<file path="src/rtl/core/svpwm_pkg.sv">
`timescale 1ns / 1ps

package svpwm_pkg;

    localparam int SINE_TABLE_DEPTH = 1024;
    localparam int SIXTH_UNITS = 393216;
    localparam int SINE_ENTRIES = (65536 * SINE_TABLE_DEPTH) / SIXTH_UNITS + 1;
    localparam int SIN_IDX_W = $clog2(SINE_ENTRIES);

    localparam int IDX_Q_W = $clog2(SINE_TABLE_DEPTH) + 1;
    localparam int IDX_SCALE_W = 17 + IDX_Q_W;
    localparam int IDX_DIV3_SHIFT = IDX_Q_W + 1;
    localparam int IDX_PROD_W = IDX_Q_W + IDX_DIV3_SHIFT;
    localparam logic [IDX_DIV3_SHIFT-1:0] IDX_DIV3_MULT =
        IDX_DIV3_SHIFT'(((2 ** IDX_DIV3_SHIFT) + 2) / 3);

    localparam logic [63:0] Q30_ONE = 64'd1 << 30;
    localparam logic [63:0] TWO_PI_Q30 = 64'd6746518852;
    localparam logic [16:0] SQRT3_Q16 = 17'd113512;

    localparam int T_Q_W = 22;
    localparam int T_DIV3_SHIFT = 23;
    localparam logic [T_Q_W-1:0] T_DIV3_MULT = 22'd2796203;

    localparam int T_W = 22;
    localparam int D_W = 26;
    localparam int N_W = 28;
    localparam int LIMIT_W = 23;
    localparam int NUM_W = LIMIT_W + 16;
    localparam int DIV_STEPS = 16;
    localparam int FRONT_STAGES = 10;
    localparam int LATENCY = FRONT_STAGES + DIV_STEPS;

    localparam int CFG_INDEX_W = 4;
    localparam logic [CFG_INDEX_W-1:0] REG_SUPPLY_VOLTAGE = 4'd0;
    localparam logic [CFG_INDEX_W-1:0] REG_PWM_PERIOD = 4'd1;
    localparam logic [15:0] SUPPLY_VOLTAGE_RESET = 16'd3072;
    localparam logic [15:0] PWM_PERIOD_RESET = 16'd4199;

    localparam logic [1:0] USE_T1 = 2'b01;
    localparam logic [1:0] USE_T2 = 2'b10;

    typedef struct packed {
        logic signed [15:0] voltage_q;
        logic [15:0] electrical_angle;
    } cmd_t;

    typedef struct packed {
        logic [15:0] compare_a;
        logic [15:0] compare_b;
        logic [15:0] compare_c;
    } result_t;

    typedef struct packed {
        logic zero;
        logic [2:0][NUM_W-1:0] num;
    } div_req_t;

    typedef logic [SINE_ENTRIES-1:0][15:0] sine_table_t;

    function automatic sine_table_t build_sine_table();
        sine_table_t tab;
        logic [63:0] theta;
        logic [63:0] x;
        logic [63:0] p;
        tab = '0;
        for (int k = 0; k < SINE_ENTRIES; k++)
        begin
            theta = (64'(k) * TWO_PI_Q30) / 64'(SINE_TABLE_DEPTH);
            x = (theta * theta) >> 30;
            p = Q30_ONE - x / 64'd42;
            p = Q30_ONE - ((x * p) >> 30) / 64'd20;
            p = Q30_ONE - ((x * p) >> 30) / 64'd6;
            tab[k] = 16'(((theta * p) >> 30) >> 14);
        end
        return tab;
    endfunction

    localparam sine_table_t SINE_TABLE = build_sine_table();

    function automatic logic [SIN_IDX_W-1:0] sine_index(input logic [16:0] offset);
        logic [IDX_SCALE_W-1:0] scaled;
        logic [IDX_Q_W-1:0] q;
        logic [IDX_PROD_W-1:0] prod;
        scaled = IDX_SCALE_W'(offset) * IDX_SCALE_W'(SINE_TABLE_DEPTH);
        q = IDX_Q_W'(scaled >> 17);
        prod = IDX_PROD_W'(q) * IDX_PROD_W'(IDX_DIV3_MULT);
        return SIN_IDX_W'(prod >> IDX_DIV3_SHIFT);
    endfunction

    function automatic logic [1:0] phase_mix(input logic [2:0] sector, input logic [1:0] phase);
        logic [2:0][1:0] row;
        case (sector)
            3'd0: row = {2'b00, USE_T2, USE_T1 | USE_T2};
            3'd1: row = {2'b00, USE_T1 | USE_T2, USE_T1};
            3'd2: row = {USE_T2, USE_T1 | USE_T2, 2'b00};
            3'd3: row = {USE_T1 | USE_T2, USE_T1, 2'b00};
            3'd4: row = {USE_T1 | USE_T2, 2'b00, USE_T2};
            3'd5: row = {USE_T1, 2'b00, USE_T1 | USE_T2};
            default: row = '0;
        endcase
        return (phase < 2'd3) ? row[phase] : 2'b00;
    endfunction

endpackage

</file>
<file path="src/rtl/core/svpwm_div.sv">
`timescale 1ns / 1ps

module svpwm_div (
    input  logic clk,
    input  logic rst_n,
    input  logic in_valid,
    input  svpwm_pkg::div_req_t req,
    input  logic [svpwm_pkg::LIMIT_W-1:0] limit,
    output logic out_valid,
    output svpwm_pkg::result_t quot
);
    import svpwm_pkg::*;

    logic [DIV_STEPS-1:0] valid_reg;
    logic [DIV_STEPS-1:0] valid_next;
    logic [DIV_STEPS-1:0] zero_reg;
    logic [DIV_STEPS-1:0] zero_next;
    logic [LIMIT_W-1:0] rem_reg [DIV_STEPS][3];
    logic [LIMIT_W-1:0] rem_next [DIV_STEPS][3];
    logic [15:0] low_reg [DIV_STEPS][3];
    logic [15:0] low_next [DIV_STEPS][3];
    logic [15:0] quot_reg [DIV_STEPS][3];
    logic [15:0] quot_next [DIV_STEPS][3];

    always_comb
    begin
        logic [LIMIT_W-1:0] rin;
        logic [15:0] lin;
        logic [15:0] qin;
        logic [LIMIT_W:0] trial;
        logic ge;
        for (int j = 0; j < DIV_STEPS; j++)
        begin
            valid_next[j] = (j == 0) ? in_valid : valid_reg[(j == 0) ? 0 : j - 1];
            zero_next[j] = (j == 0) ? req.zero : zero_reg[(j == 0) ? 0 : j - 1];
            for (int p = 0; p < 3; p++)
            begin
                if (j == 0)
                begin
                    rin = req.num[p][NUM_W-1:16];
                    lin = req.num[p][15:0];
                    qin = '0;
                end
                else
                begin
                    rin = rem_reg[j-1][p];
                    lin = low_reg[j-1][p];
                    qin = quot_reg[j-1][p];
                end
                trial = {rin, lin[15]};
                ge = (trial >= {1'b0, limit});
                rem_next[j][p] = ge ? LIMIT_W'(trial - {1'b0, limit}) : LIMIT_W'(trial);
                low_next[j][p] = {lin[14:0], 1'b0};
                quot_next[j][p] = {qin[14:0], ge};
            end
        end
    end

    always_ff @(posedge clk or negedge rst_n)
    begin
        if (!rst_n)
        begin
            valid_reg <= '0;
        end
        else
        begin
            valid_reg <= valid_next;
        end
    end

    always_ff @(posedge clk)
    begin
        zero_reg <= zero_next;
        rem_reg <= rem_next;
        low_reg <= low_next;
        quot_reg <= quot_next;
    end

    assign out_valid = valid_reg[DIV_STEPS-1];
    assign quot.compare_a = zero_reg[DIV_STEPS-1] ? 16'd0 : quot_reg[DIV_STEPS-1][0];
    assign quot.compare_b = zero_reg[DIV_STEPS-1] ? 16'd0 : quot_reg[DIV_STEPS-1][1];
    assign quot.compare_c = zero_reg[DIV_STEPS-1] ? 16'd0 : quot_reg[DIV_STEPS-1][2];

endmodule

</file>
<file path="config.mk">
export PLATFORM = sky130hd
export DESIGN_NAME = svpwm_div
export DESIGN_NICKNAME = d
export VERILOG_FILES = /design/src/rtl/core/svpwm_pkg.sv /design/src/rtl/core/svpwm_div.sv
export SDC_FILE = /design/constraint.sdc
export NUM_CORES = 2
export LEC_CHECK = 0
export BUFFER_PORTS_ARGS = -buffer_cell sky130_fd_sc_hd__buf_2
export CAP_MARGIN = 20
export CORE_AREA = 2 2 435 653
export DETAILED_ROUTE_END_ITERATION = 16
export DIE_AREA = 0 0 437 655
export SYNTH_ARGS = -nofsm -noshare
export SYNTH_HDL_FRONTEND = slang
export SYNTH_SLANG_ARGS = --single-unit
export TNS_END_PERCENT = 50
</file>
<file path="constraint.sdc">
create_clock -name clk -period 3.4 [get_ports clk]
set_clock_uncertainty 0.15 [all_clocks]
set_input_delay 0.85 -clock clk [delete_from_list [all_inputs] [get_ports clk]]
set_output_delay 0.85 -clock clk [all_outputs]
set_load 0.005 [all_outputs]
</file>
==> impl_metrics.py <==
metrics = {
    "outcome": {
        "status": "finished with violations",
        "violations": "negative setup slack",
    },
    "sta": {
        "fin_ws_ns": -0.0152,
        "period_needed_ns": 3.42,
        "slew_violations": 0,
        "rsz0062_at_grt": "true",
        "finalSetupViolations": 1,
        "finalHoldViolCount": 0,
        "tns_ns": -0.0152,
        "slew_headroom_pct": 49.3,
        "tightest_slew_ns": 0.751,
        "fmax_mhz": 293,
        "period_share_pct": 100,
    },
    "floorplanning": {
        "std_cell_rows": 239,
        "core_um2": 281000,
        "die_h_um": 655,
        "start_util_pct": 34.8,
        "ios": 193,
        "die_area_um2": 286000,
        "die_w_um": 437,
    },
    "worst_hold_path": {
        "holdPathEnd": "rem_reg[1080]",
        "hp-start": "req[76]",
        "hold_path_class": "in2reg",
        "hold_depth": 2,
    },
    "synthesis": {
        "netlist.area_leader.share_pct": 37.2,
        "yosys_warnings": 0,
        "ys_seq_area_share_pct": 37.6,
        "yosys.area.top_type": "dfxtp_1",
        "netlist_instances": 10459,
        "syn_nets": 11752,
        "async_flop_share_pct": 0.872,
        "ys_dominant_reg_cell": "dfxtp_1",
        "ys_types": 105,
        "synth-edff-count": 0,
        "synthTopCellsByArea": "dfxtp_1, ha_1, a21oi_1",
        "avgSynthCellArea_um2": 9.36,
        "synth_seq_cells": 1835,
        "netlist_area_um2": 97900,
    },
    "power": {
        "p_comb_share_pct": 59.9,
        "netSwitchingPower_mw": 54.9,
        "total_power_mw": 148,
        "peakVddDrop_mv": 0.456,
        "p_seq_share_pct": 24.3,
        "sw_frac_of_total_pct": 37.0,
        "p_per_area_nw_per_um2": 1090,
        "clock_power_share_pct": 15.8,
        "internal_power_mw": 93.4,
        "leakage_nw": 63.4,
    },
    "route": {
        "via_per_inst": 4.93,
        "wl_per_cell_um": 16.6,
        "vias": 86510,
        "first_iter_violations": 3472,
        "firstDrtPassIters": 7,
        "drc": 0,
        "ant_nets": 0,
        "drt_wl_total_um": 291000,
    },
    "worst_setup_path": {
        "rr_startpoint": "low_reg[159]",
        "critPathLaunchType": "input port",
        "worst-setup-path-type": "in2reg",
        "reg2reg_to": "rem_reg[157]",
        "critPathMaxFanout": 11,
        "r2r_slack_ns": 0.08,
        "reg2reg_depth": 13,
        "endpoint_kind": "flop",
        "cp.arrival_ns": 4.02,
        "cp_data_required_time_ns": 4.01,
    },
    "grt": {
        "grt_max_degree": 43,
        "grt_pass1_wl_um": 448000,
        "grt_usage_pct": 19.4,
        "grt_pass1_vias": 87728,
        "antenna_found_initial": 6,
        "gr-total-overflow": 0,
    },
    "final_layout": {
        "final_nets": 14954,
        "mostFrequentLayoutCell": "buf_4",
        "area_growth_pct": 38.9,
        "drive_above_1_share_pct": 30.8,
        "largest_reg_flops": 1035,
        "final_cell_mix": "buf_4, dfxtp_1, ha_1",
    },
    "clock_tree": {
        "cts_buffer_depth": 4,
        "cts_buffers": 200,
        "tritoncts": "yes",
        "insertion_delay_ns": 0.89,
        "clk_pin_slew_ns": 0.06,
        "clockRootBuffer": "clkbuf_16",
        "htreeDepth": 4,
        "cts.sinks": 1835,
    },
    "place": {
        "gp_congestion": 0.946,
        "portBuffers": 192,
        "hpwl_um": 231000,
    },
    "job": {
        "maxCapViolCount": 0,
    },
}
## critical path: stages
cell and delay, ns:
buf_6 0.07, clkinvlp_4 0.08, buf_12 0.15, buf_12 0.15
buf_8 0.15, buf_6 0.12, ha_4 0.23, nor2b_1 0.13
o21a_1 0.20, o21ai_2 0.14, nand2_1 0.08, a31oi_2 0.18
o21ai_1 0.12, nand2_1 0.09, nand2_2 0.08, a2111oi_4 0.44
buf_4 0.23, clkbuf_16 0.19, mux2_4 0.30
## routing by layer
metal	GRT usage [%]	vias to the layer above	routed length (um)
met5	0	-	0
met4	10.4	0	17600
met3	2.17	669	8710
met2	36.9	1369	150000
met1	20.9	40329	115000
li1	-	44143	-
## cell families after synthesis
| group | Yosys count | share of synthesized area (%) |
|---|---|---|
| AO/OA/AOI/OAI | 3018 | 19.3 |
| flip-flops | 1835 | 37.6 |
| buffers and inverters | 531 | 2.19 |
| XOR/XNOR | 851 | 7.62 |
| adder cells (fa/ha/maj) | 1149 | 15.0 |
| multiplexers | 476 | 5.56 |
| AND/OR/NAND/NOR | 2599 | 12.7 |
## final cells by class
cell class                 count  area, um^2
antenna                        4        10.0
fill                       26578      145000
inverter                     325        1290
timing repair buffer        3206       25500
clock buffer                 248        5510
tap                         3735        4670
multi-input combinational   8093       60500
sequential                  1835       36800
clock inverter               108        1550
## cell usage after synthesis, types with 23 or more instances
library cell and instances:
and4_1 33, nor2_1 772, dfxtp_1 1819, o21a_1 154, a21o_1 432, a21boi_0 44, o31a_1 27, o211ai_1 52
ha_1 1104, and3_1 66, a211oi_1 85, nand2b_1 151, nor3_1 144, nand4_1 129, nor3b_1 23, nand3_1 163
clkbuf_1 135, mux2_4 34, nor2b_1 234, nand2_1 708, mux2_2 404, xnor2_1 501, buf_2 45, a211o_1 24
o21bai_1 103, inv_1 323, xor2_1 350, and2_1 31, or2_2 31, mux2i_1 36, fa_1 45, a31oi_1 78
o21ai_0 718, a21oi_1 983, o31ai_1 68, or3_1 44
## worst max path at each step
stage | start | endpoint | slack (ns) | cells after the start
finish | limit[2] | rem_reg[650] | -0.02 | 19
global route | limit[4] | rem_reg[146] | -0.08 | 16
CTS | low_reg[223] | rem_reg[245] | -0.03 | 18
detailed placement | limit[2] | rem_reg[295] | -1.12 | 14
global placement | limit[2] | rem_reg[274] | -1.15 | 14
floorplan | limit[2] | rem_reg[159] | -1.06 | 12
## power groups by stage
stage                     registers (mW)  clock network (mW)  logic, mW
final                               36.1                23.4       88.9
after global routing                36.8                24.8       98.2
after CTS                           36.0                24.1       86.7
after detailed placement            36.4                   0       85.8
after global placement              36.4                   0       84.6
after floorplan                     34.0                   0       53.2
## repair_timing
action                                  CTS  global route
buffers inserted                          3            31
endpoints found under the setup margin  336           771
hold buffers                             54             0
gates cloned                              2            22
endpoints found under the hold margin    69             0
gates resized for setup                  55           256
pin swaps                                15            88
## per-stage QoR
step	hold slack [ns]	cell area (um^2)	setup slack, ns	utilization (%)	instances
6_report	0.0742	136000	-0.0152	48.3	17554
5_1_grt	0.0430	136000	-0.0766	48.3	17551
4_1_cts	0.00690	134000	-0.0275	47.7	17497
3_5_place_dp	0.162	126000	-1.12	44.9	17082
3_3_place_gp	0.160	126000	-1.15	44.9	17082
2_1_floorplan	0.160	98400	-1.06	-	10459
Note: power is estimated with default switching activity, not from simulation.
